`config.mk`:
```
export PLATFORM = sky130hd
export DESIGN_NAME = char_lcd_refresh_over_i2c_expander
export DESIGN_NICKNAME = d
export VERILOG_FILES = /design/src/rtl/core/clre_pkg.sv /design/src/rtl/core/char_lcd_refresh_over_i2c_expander.sv
export SDC_FILE = /design/constraint.sdc
export NUM_CORES = 1
export LEC_CHECK = 0
export ABC_AREA = 1
export ABC_CLOCK_PERIOD_IN_PS = 2790
export BUFFER_PORTS_ARGS = -buffer_cell sky130_fd_sc_hd__buf_2
export CAP_MARGIN = 15
export CORE_ASPECT_RATIO = 0.6
export CORE_MARGIN = 2
export CORE_UTILIZATION = 56
export CTS_CLUSTER_SIZE = 14
export DETAILED_ROUTE_END_ITERATION = 16
export HOLD_SLACK_MARGIN = 0.03
export PLACE_DENSITY = 0.77
export RECOVER_POWER = 25
export SETUP_SLACK_MARGIN = 0.3
export SLEW_MARGIN = 30
export SYNTH_ARGS = -nofsm -noshare
export SYNTH_HDL_FRONTEND = slang
export SYNTH_SLANG_ARGS = --single-unit
```
`constraint.sdc`:
```
create_clock -name clk_i -period 2.79 [get_ports clk_i]
set_input_delay 0 -clock clk_i [delete_from_list [all_inputs] [get_ports clk_i]]
set_output_delay 0 -clock clk_i [all_outputs]
set_load 0.1 [all_outputs]
```
`src/rtl/core/clre_pkg.sv`:
```
// ----------------------------------------------------------------------------
// clre_pkg
// Types, constants and frame helpers for the character LCD refresh engine.
// ----------------------------------------------------------------------------
`default_nettype none

package clre_pkg;

  localparam int COLUMNS = 16;
  localparam int ROWS    = 2;
  localparam int CELLS   = ROWS * COLUMNS;
  localparam int AW      = $clog2(CELLS);
  localparam int CW      = $clog2(COLUMNS);
  localparam int PTRW    = $clog2(2 * COLUMNS + 16);

  localparam int INIT_LEN = 9;

  localparam logic [7:0] CMD_ROW0 = 8'h80;
  localparam logic [7:0] CMD_ROW1 = 8'hC0;
  localparam logic [7:0] SPACE    = 8'h20;

  typedef logic [PTRW-1:0] ptr_t;
  typedef logic [AW-1:0]   addr_t;
  typedef logic [CW-1:0]   col_t;

  typedef enum logic [1:0] {
    OP_INIT    = 2'd0,
    OP_WRITE   = 2'd1,
    OP_CLEAR   = 2'd2,
    OP_REFRESH = 2'd3
  } op_e;

  typedef enum logic [2:0] {
    S_IDLE,
    S_INIT,
    S_CMD,
    S_RD,
    S_DATA
  } state_e;

  function automatic logic [31:0] make_frame(logic [7:0] value, logic is_data);
    logic [7:0] hi;
    logic [7:0] lo;
    logic [7:0] rs;
    hi = {value[7:4], 4'h0};
    lo = {value[3:0], 4'h0};
    rs = {7'd0, is_data};
    return {lo | 8'h08 | rs, lo | 8'h0C | rs, hi | 8'h08 | rs, hi | 8'h0C | rs};
  endfunction

  function automatic logic [7:0] setup_cmd(logic [3:0] idx);
    logic [7:0] cmd;
    case (idx)
      4'd0, 4'd1, 4'd2: cmd = 8'h30;
      4'd3:             cmd = 8'h20;
      4'd4:             cmd = 8'h28;
      4'd5:             cmd = 8'h08;
      4'd6:             cmd = 8'h01;
      4'd7:             cmd = 8'h06;
      default:          cmd = 8'h0C;
    endcase
    return cmd;
  endfunction

endpackage

`default_nettype wire

```
`src/rtl/core/char_lcd_refresh_over_i2c_expander.sv`:
```
// ----------------------------------------------------------------------------
// char_lcd_refresh_over_i2c_expander
// HD44780 4-bit refresh engine emitting 32-bit expander frames.
// ----------------------------------------------------------------------------
// Input channel (in_valid_i / in_stall_o) takes one command word: init, write
// character, clear buffer or refresh. Output channel (out_valid_o /
// out_stall_i) returns result words, last_o marking the final one.
// Write, clear and refresh-before-init: one result, registered one cycle after
// acceptance. Init: nine command frames, one per cycle when the output is free.
// Refresh: per row a cursor command, then one data frame per column (buffer
// RAM read, then frame build). The block works on one command at a time; a
// write or clear is taken back to back while the output register is free.
// Init and clear empty the buffer at once: a per-cell written bit marks RAM
// entries, and unwritten cells read as the last fill value (zero or space).
// Reset clears the written bits, the pointer and the ready flag, and drops
// any pending output. A stalled receiver holds the output word and the input
// side stalls until that word is taken.
// ----------------------------------------------------------------------------
`default_nettype none

module char_lcd_refresh_over_i2c_expander (
  input  wire logic        clk_i,
  input  wire logic        rst_ni,
  input  wire logic        in_valid_i,
  output logic             in_stall_o,
  input  wire logic [1:0]  operation_i,
  input  wire logic        row_i,
  input  wire logic [3:0]  col_i,
  input  wire logic [7:0]  character_i,
  input  wire logic        start_req_i,
  output logic             out_valid_o,
  input  wire logic        out_stall_i,
  output logic [31:0]      frame_o,
  output logic             frame_valid_o,
  output logic             last_o,
  output logic             status_o
);

  clre_pkg::state_e state_q, state_d;
  logic [3:0]              idx_q, idx_d;
  logic                    row_q, row_d;
  clre_pkg::col_t          col_q, col_d;
  clre_pkg::addr_t         addr_q, addr_d;
  clre_pkg::ptr_t          wp_q, wp_d;
  logic                    ready_q, ready_d;
  logic [7:0]              fill_q, fill_d;
  logic [clre_pkg::CELLS-1:0] vld_q, vld_d;

  logic [7:0] mem [clre_pkg::CELLS];
  logic [7:0] rdata_q;
  logic       rd_vld_q;
  logic       mem_we, mem_re;
  clre_pkg::addr_t mem_waddr;

  logic        out_valid_q;
  logic [31:0] frame_q;
  logic        fvalid_q, last_q, status_q;
  logic        out_load;
  logic [31:0] frame_d;
  logic        fvalid_d, last_d, status_d;
  logic        out_free, accept;
  clre_pkg::ptr_t ptr;
  logic [7:0]  rd_char;

  assign out_free   = !out_valid_q || !out_stall_i;
  assign in_stall_o = (state_q != clre_pkg::S_IDLE) || !out_free;
  assign accept     = in_valid_i && !in_stall_o;
  assign ptr        = start_req_i ?
                      clre_pkg::ptr_t'(row_i) * clre_pkg::ptr_t'(clre_pkg::COLUMNS) +
                      clre_pkg::ptr_t'(col_i) : wp_q;
  assign mem_waddr  = ptr[clre_pkg::AW-1:0];
  assign rd_char    = rd_vld_q ? rdata_q : fill_q;

  always_comb begin
    state_d  = state_q;
    idx_d    = idx_q;
    row_d    = row_q;
    col_d    = col_q;
    addr_d   = addr_q;
    wp_d     = wp_q;
    ready_d  = ready_q;
    fill_d   = fill_q;
    vld_d    = vld_q;
    mem_we   = 1'b0;
    mem_re   = 1'b0;
    out_load = 1'b0;
    frame_d  = '0;
    fvalid_d = 1'b0;
    last_d   = 1'b1;
    status_d = 1'b0;
    case (state_q)
      clre_pkg::S_IDLE: begin
        if (accept) begin
          case (operation_i)
            clre_pkg::OP_INIT: begin
              vld_d   = '0;
              fill_d  = 8'h00;
              ready_d = 1'b1;
              idx_d   = 4'd0;
              state_d = clre_pkg::S_INIT;
            end
            clre_pkg::OP_WRITE: begin
              out_load = 1'b1;
              if (ptr < clre_pkg::ptr_t'(clre_pkg::CELLS)) begin
                mem_we           = 1'b1;
                vld_d[mem_waddr] = 1'b1;
                wp_d             = ptr + 1'b1;
              end else begin
                wp_d = clre_pkg::ptr_t'(clre_pkg::CELLS);
              end
            end
            clre_pkg::OP_CLEAR: begin
              out_load = 1'b1;
              vld_d    = '0;
              fill_d   = clre_pkg::SPACE;
            end
            default: begin
              if (!ready_q) begin
                out_load = 1'b1;
                status_d = 1'b1;
              end else begin
                row_d   = 1'b0;
                col_d   = '0;
                addr_d  = '0;
                state_d = clre_pkg::S_CMD;
              end
            end
          endcase
        end
      end
      clre_pkg::S_INIT: begin
        frame_d  = clre_pkg::make_frame(clre_pkg::setup_cmd(idx_q), 1'b0);
        fvalid_d = 1'b1;
        last_d   = (idx_q == 4'(clre_pkg::INIT_LEN - 1));
        if (out_free) begin
          out_load = 1'b1;
          idx_d    = idx_q + 4'd1;
          if (last_d) begin
            state_d = clre_pkg::S_IDLE;
          end
        end
      end
      clre_pkg::S_CMD: begin
        frame_d  = clre_pkg::make_frame(row_q ? clre_pkg::CMD_ROW1 : clre_pkg::CMD_ROW0,
                                        1'b0);
        fvalid_d = 1'b1;
        last_d   = 1'b0;
        if (out_free) begin
          out_load = 1'b1;
          state_d  = clre_pkg::S_RD;
        end
      end
      clre_pkg::S_RD: begin
        mem_re  = 1'b1;
        state_d = clre_pkg::S_DATA;
      end
      clre_pkg::S_DATA: begin
        frame_d  = clre_pkg::make_frame(rd_char, 1'b1);
        fvalid_d = 1'b1;
        last_d   = (addr_q == clre_pkg::addr_t'(clre_pkg::CELLS - 1));
        if (out_free) begin
          out_load = 1'b1;
          addr_d   = addr_q + 1'b1;
          if (col_q == clre_pkg::col_t'(clre_pkg::COLUMNS - 1)) begin
            col_d = '0;
            if (last_d) begin
              state_d = clre_pkg::S_IDLE;
            end else begin
              row_d   = 1'b1;
              state_d = clre_pkg::S_CMD;
            end
          end else begin
            col_d   = col_q + 1'b1;
            state_d = clre_pkg::S_RD;
          end
        end
      end
      default: begin
        state_d = clre_pkg::S_IDLE;
      end
    endcase
  end

  always_ff @(posedge clk_i or negedge rst_ni) begin
    if (!rst_ni) begin
      state_q     <= clre_pkg::S_IDLE;
      idx_q       <= '0;
      row_q       <= 1'b0;
      col_q       <= '0;
      addr_q      <= '0;
      wp_q        <= '0;
      ready_q     <= 1'b0;
      fill_q      <= 8'h00;
      vld_q       <= '0;
      out_valid_q <= 1'b0;
    end else begin
      state_q <= state_d;
      idx_q   <= idx_d;
      row_q   <= row_d;
      col_q   <= col_d;
      addr_q  <= addr_d;
      wp_q    <= wp_d;
      ready_q <= ready_d;
      fill_q  <= fill_d;
      vld_q   <= vld_d;
      if (out_load) begin
        out_valid_q <= 1'b1;
      end else if (!out_stall_i) begin
        out_valid_q <= 1'b0;
      end
    end
  end

  always_ff @(posedge clk_i) begin
    if (out_load) begin
      frame_q  <= frame_d;
      fvalid_q <= fvalid_d;
      last_q   <= last_d;
      status_q <= status_d;
    end
  end

  always_ff @(posedge clk_i) begin
    if (mem_we) begin
      mem[mem_waddr] <= character_i;
    end
    if (mem_re) begin
      rdata_q  <= mem[addr_q];
      rd_vld_q <= vld_q[addr_q];
    end
  end

  assign out_valid_o   = out_valid_q;
  assign frame_o       = frame_q;
  assign frame_valid_o = fvalid_q;
  assign last_o        = last_q;
  assign status_o      = status_q;

endmodule

`default_nettype wire

```
; Word-level counts from Yosys, hierarchy flattened
; Memory sizes are Yosys's and may differ from the RTL's. A register that Yosys moved wholly into a read port is not among the register bits.
; Index checks and enable logic that the tools add are counted.
[word_totals]
regBits = 101
ram_bits = 256
romBits = 48
out_inout_bits = 37
elab_cells = 141
n_memories = 2
[classes]
addsub = 5
n_lt_le_gt_ge = 4
eq_ne = 23
muxes = 61
bitwise = 3
reduce_logical = 28
[mem_list]
columns = memory, words, word_bits, read_ports, rd_clocked_by_memory_dff, wr, line_no
row1 = mem, 32, 8, 1, 1, 1, char_lcd_refresh_over_i2c_expander.sv:49  ; logic [7:0] mem [clre_pkg::CELLS];
row2 = (no name shown), 8, 6, 1, 0, 0, clre_pkg.sv:53  ; case (idx)
[ops]
columns = operator, count
row1 = 32-bit one-hot mux with 3 select lines, 1
row2 = 32-bit one-hot mux with 2 select lines, 1
row3 = 32-bit two-way mux, 1
row4 = 4-bit two-way mux, 8
row5 = 32-bit bitwise OR, 1
row6 = "2-bit inequality test, second input constant", 11
row7 = 1-bit two-way mux, 21
row8 = 3-bit two-way mux, 7
row9 = 5-bit two-way mux, 4
row10 = 8-bit two-way mux, 2
row11 = 4-bit one-hot mux with 2 select lines, 2
row12 = 8-bit one-hot mux with 2 select lines, 1
row13 = 3-bit one-hot mux with 5 select lines, 1
row14 = 7-bit AND reduction, 2
row15 = "5-bit by 6-bit < comparator with 1-bit output, second input constant", 2
row16 = 6-bit two-way mux, 2
row17 = 5-bit one-hot mux with 2 select lines, 1
row18 = 3-bit AND reduction, 3
row19 = "4-bit by 1-bit adder with 4-bit output, second input constant", 2
row20 = "4-bit equality test, second input constant", 2
row21 = 4-bit AND reduction, 2
row22 = 2-bit nonzero test, 4
row23 = 7-bit two-way mux, 1
row24 = 5-bit by 4-bit adder with 6-bit output, 1
row25 = 29 further kinds, 41

; Logic depth before layout (Yosys ltp)
; Gate-level depths: netlist of run 1.
[depth]
depth_word = 10
ltp_mapped = 11
depth_no_buf = 9

; Least setup slack after synthesis of run 1
; No wires, ideal clock.
[synth_timing]
path_type = register to register
from = reg out_valid_q, in the netlist out_valid_o
to = mem mem[29][0] (enable)
t_arrival_ns = 2.156
path_slack_ns = 0.250
path_stages_with_launch = 7
path_buffers = 1
period_less_slack_ns = 2.540
cell_sequence = dfrtp_1 > nand2_1 > nand3_4 > nor2_4 > o21ai_2 > buf_6 > nor3_1
[synth_between]
elab_chain_len = 10
[synth_lines]
columns = element, line_no
row1 = from (decl), char_lcd_refresh_over_i2c_expander.sv:55  ; logic out_valid_q;
row2 = from (signal assigned), char_lcd_refresh_over_i2c_expander.sv:195  ; out_valid_q <= 1'b0;
row3 = from (signal assigned), char_lcd_refresh_over_i2c_expander.sv:207  ; out_valid_q <= 1'b1;
row4 = from (signal assigned), char_lcd_refresh_over_i2c_expander.sv:209  ; out_valid_q <= 1'b0;
row5 = 1-bit logical NOT, char_lcd_refresh_over_i2c_expander.sv:65  ; assign out_free = !out_valid_q || !out_stall_i;
row6 = 1-bit logical OR, char_lcd_refresh_over_i2c_expander.sv:65
row7 = 1-bit logical NOT, char_lcd_refresh_over_i2c_expander.sv:66  ; assign in_stall_o = (state_q != clre_pkg::S_IDLE) || !out_free;
row8 = 1-bit logical OR, char_lcd_refresh_over_i2c_expander.sv:66
row9 = 1-bit logical NOT, char_lcd_refresh_over_i2c_expander.sv:67  ; assign accept = in_valid_i && !in_stall_o;
row10 = 1-bit logical AND, char_lcd_refresh_over_i2c_expander.sv:67
row11 = 1-bit two-way mux, char_lcd_refresh_over_i2c_expander.sv:93  ; if (accept) begin
row12 = 1-bit two-way mux, char_lcd_refresh_over_i2c_expander.sv:91  ; case (state_q)
row13 = 1-bit two-way mux, char_lcd_refresh_over_i2c_expander.sv:224  ; if (mem_we) begin
row14 = 1-bit two-way mux (implied by the code), char_lcd_refresh_over_i2c_expander.sv:225  ; mem[mem_waddr] <= character_i;
row15 = to (decl), char_lcd_refresh_over_i2c_expander.sv:49
; No other way between the ends.

; Worst setup path after layout of run 1
[layout_timing]
from = reg wp_q[0]
to = mem mem[18][7] (enable)
[layout_between]
elab_chain_len = 8
[layout_lines]
columns = element, line_no
row1 = from (decl), char_lcd_refresh_over_i2c_expander.sv:44  ; clre_pkg::ptr_t wp_q, wp_d;
row2 = from (signal assigned), char_lcd_refresh_over_i2c_expander.sv:202  ; wp_q <= wp_d;
row3 = 6-bit two-way mux (*), char_lcd_refresh_over_i2c_expander.sv:68  ; assign ptr = start_req_i ?
row4 = 6-bit < comparator, char_lcd_refresh_over_i2c_expander.sv:104  ; if (ptr < clre_pkg::ptr_t'(clre_pkg::CELLS)) begin
row5 = 1-bit two-way mux, char_lcd_refresh_over_i2c_expander.sv:104
row6 = 1-bit two-way mux, char_lcd_refresh_over_i2c_expander.sv:94  ; case (operation_i)
row7 = 1-bit two-way mux, char_lcd_refresh_over_i2c_expander.sv:93
row8 = 1-bit two-way mux, char_lcd_refresh_over_i2c_expander.sv:91
row9 = 1-bit two-way mux, char_lcd_refresh_over_i2c_expander.sv:224
row10 = 1-bit two-way mux (implied by the code), char_lcd_refresh_over_i2c_expander.sv:225
; Mark *: on every way between the ends. The rest lies on a longest branch, timed or not.

==> results of run 1 <==
[report_power, final]
| group | internal [µW] | total, µW | switching (µW) |
|---|---|---|---|
| combinational | 1590 | 6670 | 5090 |
| sequential | 5940 | 6170 | 235 |
| clock | 2220 | 4010 | 1790 |
| total | 9750 | 16900 | 7120 |
[metrics by stage]
| stage | cell area (µm²) | worst slack, ns | total power, µW | cells |
|---|---|---|---|---|
| CTS | 17500 | 0.187 | 16700 | 2112 |
| floorplan | 15900 | 0.250 | 11200 | 1690 |
| global route | 17600 | 0.282 | 17700 | 2112 |
| detailed placement | 16400 | 0.169 | 12700 | 2047 |
| global placement | 16400 | 0.281 | 12600 | 2047 |
| finish | 17600 | 0.371 | 16900 | 2112 |
[timing repair]
item	CTS	global route
gates resized for setup	2	13
hold endpoints to repair	59	0
cloned	0	0
setup endpoints to repair	55	101
hold buffers	10	0
[kinds of logic after synthesis]
logic type / after synthesis / share of synthesized area, %
adder cells (fa/ha/maj): 16 / 1.26
other: 1 / 0.0237
AO/OA/AOI/OAI: 81 / 2.76
AND/OR/NAND/NOR: 879 / 24.3
XOR/XNOR: 4 / 0.221
flip-flops: 335 / 61.7
buffers and inverters: 369 / 9.77
[worst paths after layout]
path	startpoint	endpoint	cells after the start
setup / recovery	wp_q[0]	mem[18][7]	8
max in group asynchronous	rst_ni	vld_q[24]	3
setup reg to reg	wp_q[0]	mem[18][7]	8
min in group clk_i	col_i[1]	wp_q[5]	7
hold / removal	rst_ni	idx_q[1]	2
hold reg to reg	col_q[1]	col_q[1]	2
[sequential cells by signal, indices dropped and copies added (netlist names)]
| name | flops |
|---|---|
| vld_q | 32 |
| mem | 256 |
| wp_q | 6 |
| frame_o | 10 |
| rdata_q | 8 |
| out_valid_o | 1 |
| addr_q | 5 |
| row_q | 1 |
| status_o | 1 |
| rd_vld_q | 1 |
| col_q | 4 |
| state_q | 3 |
| last_o | 1 |
| fill_q | 1 |
| ready_q | 1 |
| idx_q | 4 |
[cell type report]
type | instances | area share, %
clock buffers | 44 | 4.69
repair buffers | 100 | 4.04
clock inverters | 11 | 0.577
well taps | 367 | 2.61
multi-input cells | 986 | 26.7
flip-flops and latches | 335 | 55.6
inverters | 269 | 5.75
[worst max-delay path: cells and delay by family (launching register included)]
family / cells / cell delay, ns
adder cells (fa/ha/maj): 1 / 0.21
buffers and inverters: 5 / 1.21
AND/OR/NAND/NOR: 1 / 0.07
flip-flops: 1 / 0.32
AO/OA/AOI/OAI: 1 / 0.35
[placed cells by master (no fill, tap or decap), types with 6 or more instances in the layout]
| cell | Yosys | final |
|---|---|---|
| nand2_2 | 7 | 7 |
| nand3_1 | 203 | 203 |
| a21oi_1 | 34 | 34 |
| buf_2 | 28 | 44 |
| clkbuf_1 | 29 | 19 |
| nand2_1 | 533 | 533 |
| clkinv_1 | 2 | 8 |
| conb_1 | 1 | 6 |
| ha_1 | 16 | 16 |
| nor3_1 | 20 | 6 |
| nor2_1 | 61 | 61 |
| o21ai_1 | 4 | 6 |
| o21ai_0 | 31 | 29 |
| edfxtp_1 | 277 | 277 |
| inv_2 | 7 | 6 |
| buf_4 | 28 | 34 |
| dlygate4sd3_1 | 0 | 10 |
| clkbuf_16 | 0 | 31 |
| dfrtp_1 | 58 | 56 |
| nor3_2 | 15 | 19 |
| nor3_4 | 0 | 10 |
| or2_2 | 25 | 25 |
| inv_1 | 260 | 260 |
[metal layers]
| layer | part of all wire, % | vias up | track usage (%) |
|---|---|---|---|
| li1 | - | 5427 | - |
| met1 | 43 | 5485 | 39.4 |
| met2 | 44 | 613 | 39.4 |
| met3 | 12 | 50 | 7.97 |
| met4 | 1.5 | 0 | 6.52 |
| met5 | 0 | - | 0 |
==> impl_metrics.json, run 1 <==
{
  "ir_drop_mv": 0.901,
  "path_clk_slew_ns": 0.07,
  "ys_ff_latch": 335,
  "clock.fmax_mhz": 413,
  "clock-root-buffer": "clkbuf_16",
  "synth_top_cells_by_area": "edfxtp_1, nand2_1, dfrtp_1",
  "synth_common_cells": "nand2_1, edfxtp_1, inv_1, nand3_1, nor2_1",
  "relSlewSlack_pct": -30.3,
  "antenna_found_initial": 1,
  "crit_fanout": 12,
  "h-tree-depth": 1,
  "placementRows": 47,
  "synth_edf_count": 277,
  "vias": 11600,
  "synth_cell_type_count": 40,
  "finalCriticalPeriod_ns": 2.42,
  "grt_start_max_net_pins": 104,
  "crit_chain": "inv_1 -> o21ai_1 -> inv_1 -> ha_1 -> inv_1 -> buf_4 -> nor3_2 -> buf_4",
  "post-route-util_pct": 63.4,
  "cp_data_required_time_ns": 3.13,
  "grt_pass1_wl_um": 61300,
  "ys.warnings.count": 0,
  "wirelength_um": 39400,
  "drive_above_1_share_pct": 11.7,
  "syn_area_um2": 15800,
  "fillers": 2162,
  "grt_usage_pct": 26.8,
  "ys.flop_type": "edfxtp_1",
  "crit_arrival_ns": 2.76,
  "rsz0062_at_grt": "true",
  "numPortBuffers": 50,
  "pwr_density_cell_nw_per_um2": 960,
  "multiInputGateArea_um2": 4690,
  "viasPerCell": 5.48,
  "avgSynthCellArea_um2": 9.40,
  "clock-skew-final_ns": 0.0144,
  "fin_nets": 1758,
  "synth.most_common_cell": "nand2_1",
  "io_pins": 57,
  "cts_sinks": 335,
  "setup_viol": 0,
  "dieArea_um2": 29700,
  "p_leak_uw": 0.00776,
  "drv_slew": 198,
  "seq_area_frac_synth_pct": 61.7,
  "hpwl_um": 24900,
  "ctsLongestPathBuffers": 3,
  "n_antenna_cell": 0,
  "ff_latch_area_um2": 9770,
  "post-route-period-util_pct": 86.7,
  "outcome": "finished, violations left",
  "critPathKind": "flop to flop",
  "tns_ns": 0,
  "crit_path_end_kind": "flop",
  "cpMostUsedCell": "inv_1",
  "cts_made_buffers": 30,
  "critPathMaxStageDelay_ns": 0.56,
  "fp.dieH_um": 134,
  "first_iter_violations": 1451,
  "drtAntennaViolNets": 0,
  "clkLatencyLatePin_ns": 0.58,
  "cts_tree": "yes",
  "wire_per_inst_um": 18.7,
  "grt_overflow": 0,
  "drv_cap": 6,
  "core_area_um2": 27700,
  "syn_to_final_growth_pct": 10.9,
  "synth_cells": 1685,
  "hp-class": "input port to asynchronous set/reset pin",
  "rrSetupSlack_ns": 0.37,
  "cp-start-kind": "flop",
  "drc": 0,
  "final-hold-violation-count": 0,
  "synth-async-reset-ratio_pct": 17.3,
  "die_w_um": 221,
  "violations": "max-capacitance violations, max-slew violations",
  "tightest_slew_ns": 1.95,
  "start_util_pct": 57.2,
  "holdWs_ns": 0.0155,
  "synth_top_area_cell": "edfxtp_1",
  "gp_congestion": 0.903,
  "grt_pass1_vias": 11100,
  "yosysTopAreaCellShare_pct": 52.5,
  "crit_slowest_cell": "inv_1",
  "drt_pass1_iterations": 5,
  "post_cts_buffers": 0
}
No activity file was read; power rests on OpenSTA's default activity.
==> inputs of run 2 (changes only) <==
--- a/config.mk
+++ b/config.mk
@@ -15,5 +15,5 @@
 export CTS_CLUSTER_SIZE = 14
 export DETAILED_ROUTE_END_ITERATION = 16
-export HOLD_SLACK_MARGIN = 0.03
+export HOLD_SLACK_MARGIN = 0.02
 export PLACE_DENSITY = 0.77
 export RECOVER_POWER = 25
==> constraint.sdc (replaced) <==
create_clock -name clk_i -period 2.79 [get_ports clk_i]
set_input_delay 0.279 -clock clk_i [delete_from_list [all_inputs] [get_ports clk_i]]
set_output_delay 0.279 -clock clk_i [all_outputs]
set_load 0.1 [all_outputs]
==> run 2 against run 1 <==
Net effect:
- the run still ends with max-capacitance violations, max-slew violations left
- clock-buffer cell count increased by 4
- sequential cell count unchanged
- global-route usage decreased by 1.2 points
- sequential share of layout area increased by 0.27 points
- via count decreased by 1.4%
- die area unchanged
- worst hold slack improved by 0.11 ns
- final area decreased by 0.48%
- combinational power decreased by 2%
- first-iteration DRC count increased by 14%
- register-to-register slack improved by 0.04 ns
- critical endpoint is now mem[12][7]
- largest cell class unchanged
==> impl_metrics.json, run 2 (synthesis gave the netlist of run 1 again) <==
{
  "cp-start-kind": "flop",
  "placementRows": 47,
  "clock-root-buffer": "clkbuf_16",
  "clock-skew-final_ns": 0.0171,
  "hp-class": "input port to flop",
  "cts_made_buffers": 29,
  "die_w_um": 221,
  "h-tree-depth": 1,
  "core_area_um2": 27700,
  "drive_above_1_share_pct": 11.8,
  "top_register": "mem",
  "clock.fmax_mhz": 420,
  "grt_overflow": 0,
  "crit_chain": "inv_2 -> nand2_4 -> nor2_8 -> nand3_4 -> nor2_4 -> o21ai_4 -> buf_16 -> buf_4 -> nor3_4",
  "final_cell_mix": "nand2_1, edfxtp_1, inv_1",
  "ir_drop_mv": 1.28,
  "outcome": "finished, violations left",
  "drtAntennaViolNets": 0,
  "path_clk_slew_ns": 0.06,
  "cp_data_required_time_ns": 3.00,
  "numPortBuffers": 50,
  "wirelength_um": 37700,
  "io_pins": 57,
  "grt_start_max_net_pins": 93,
  "post-route-period-util_pct": 85.4,
  "drc": 0,
  "drv_cap": 6,
  "layout_commonest_cell": "nand2_1",
  "crit_fanout": 18,
  "start_util_pct": 57.2,
  "final-hold-violation-count": 0,
  "viasPerCell": 5.43,
  "grt_pass1_vias": 10700,
  "fin_nets": 1748,
  "drv_slew": 198,
  "vias": 11400,
  "crit_path_end_kind": "flop",
  "fp.dieH_um": 134,
  "gp_congestion": 0.915,
  "clkLatencyLatePin_ns": 0.56,
  "p_leak_uw": 0.00771,
  "setup_viol": 0,
  "cts_tree": "yes",
  "pwr_density_cell_nw_per_um2": 943,
  "antenna_found_initial": 1,
  "largest_reg_flops": 256,
  "drt_pass1_iterations": 6,
  "crit_slowest_cell": "dfrtp_1",
  "tightest_slew_ns": 1.95,
  "critPathMaxStageDelay_ns": 0.40,
  "wire_per_inst_um": 17.9,
  "grt_pass1_wl_um": 59000,
  "path_buf_inv": 3,
  "first_iter_violations": 1651,
  "finalCriticalPeriod_ns": 2.38,
  "holdWs_ns": 0.130,
  "hpwl_um": 24100,
  "crit_arrival_ns": 2.59,
  "cp_top_family": "simple AND/OR/NAND/NOR gates",
  "dieArea_um2": 29700,
  "relSlewSlack_pct": -30.2,
  "tns_ns": 0,
  "violations": "max-capacitance violations, max-slew violations",
  "cts_sinks": 335,
  "grt_usage_pct": 25.6,
  "syn_to_final_growth_pct": 10.3,
  "rsz0062_at_grt": "true",
  "critPathKind": "flop to flop",
  "fillers": 2178,
  "ctsLongestPathBuffers": 3
}
## run 2: power by group
group,internal [µW],switching (µW)
clock network,2020,1730
logic,1520,5010
registers,5940,251
## run 2: per-stage QoR
stage / area [µm²] / power [µW] / utilization, % / setup slack (ns) / cells
6_report: 17500 / 16500 / 63.1 / 0.407 / 2103
5_1_grt: 17500 / 17300 / 63.1 / 0.263 / 2102
4_1_cts: 17300 / 16400 / 62.5 / 0.251 / 2096
2_1_floorplan: 15900 / 11200 / - / 0.250 / 1690
3_3_place_gp: 16400 / 12500 / 59.1 / 0.163 / 2041
3_5_place_dp: 16400 / 12700 / 59.2 / 0.139 / 2041
## run 2: path summary, 6_finish.rpt
check	from	end	slack (ns)	cells after the start
worst max-delay path	state_q[0]	mem[12][7]	0.41	9
worst min-delay path	in_valid_i	fill_q[5]	0.13	3
worst max register to register	state_q[0]	mem[12][7]	0.41	9
worst min register to register	col_q[1]	col_q[1]	0.51	2
max in group asynchronous	rst_ni	vld_q[26]	1.78	3
min in group asynchronous	rst_ni	row_q	0.35	2
## run 2: layout make-up
cell class,instances,area [µm²],share of cell area [%]
clock inverters,6,33.8,0.193
multi-input cells,986,4680,26.7
inverters,269,1010,5.78
repair buffers,91,698,3.99
well taps,367,459,2.63
clock buffers,48,828,4.74
diodes,1,2.50,0.0143
flip-flops and latches,335,9770,55.9
## run 2: metal layers
| layer | up-vias | global-route usage [%] | wire length (µm) |
|---|---|---|---|
| met5 | - | 0 | 0 |
| met4 | 0 | 5.41 | 727 |
| met3 | 54 | 5.52 | 3800 |
| met2 | 491 | 37.7 | 16100 |
| met1 | 5463 | 39.3 | 17100 |
| li1 | 5402 | - | - |
## run 2: what timing repair did
item,in CTS,in global routing
endpoints found under the setup margin,94,115
setup buffers,0,5
resized for setup,8,9
pin swaps,0,5
hold buffers,1,0
endpoints found under the hold margin,30,0
## run 2: worst register-to-register path, delay by kind of cell (launching register included)
family                 cells  cell delay [ns]
and+or+nand+nor            5             0.94
buffers and inverters      3             0.55
DFF                        1             0.40
AOI/OAI and AO/OA          1             0.14
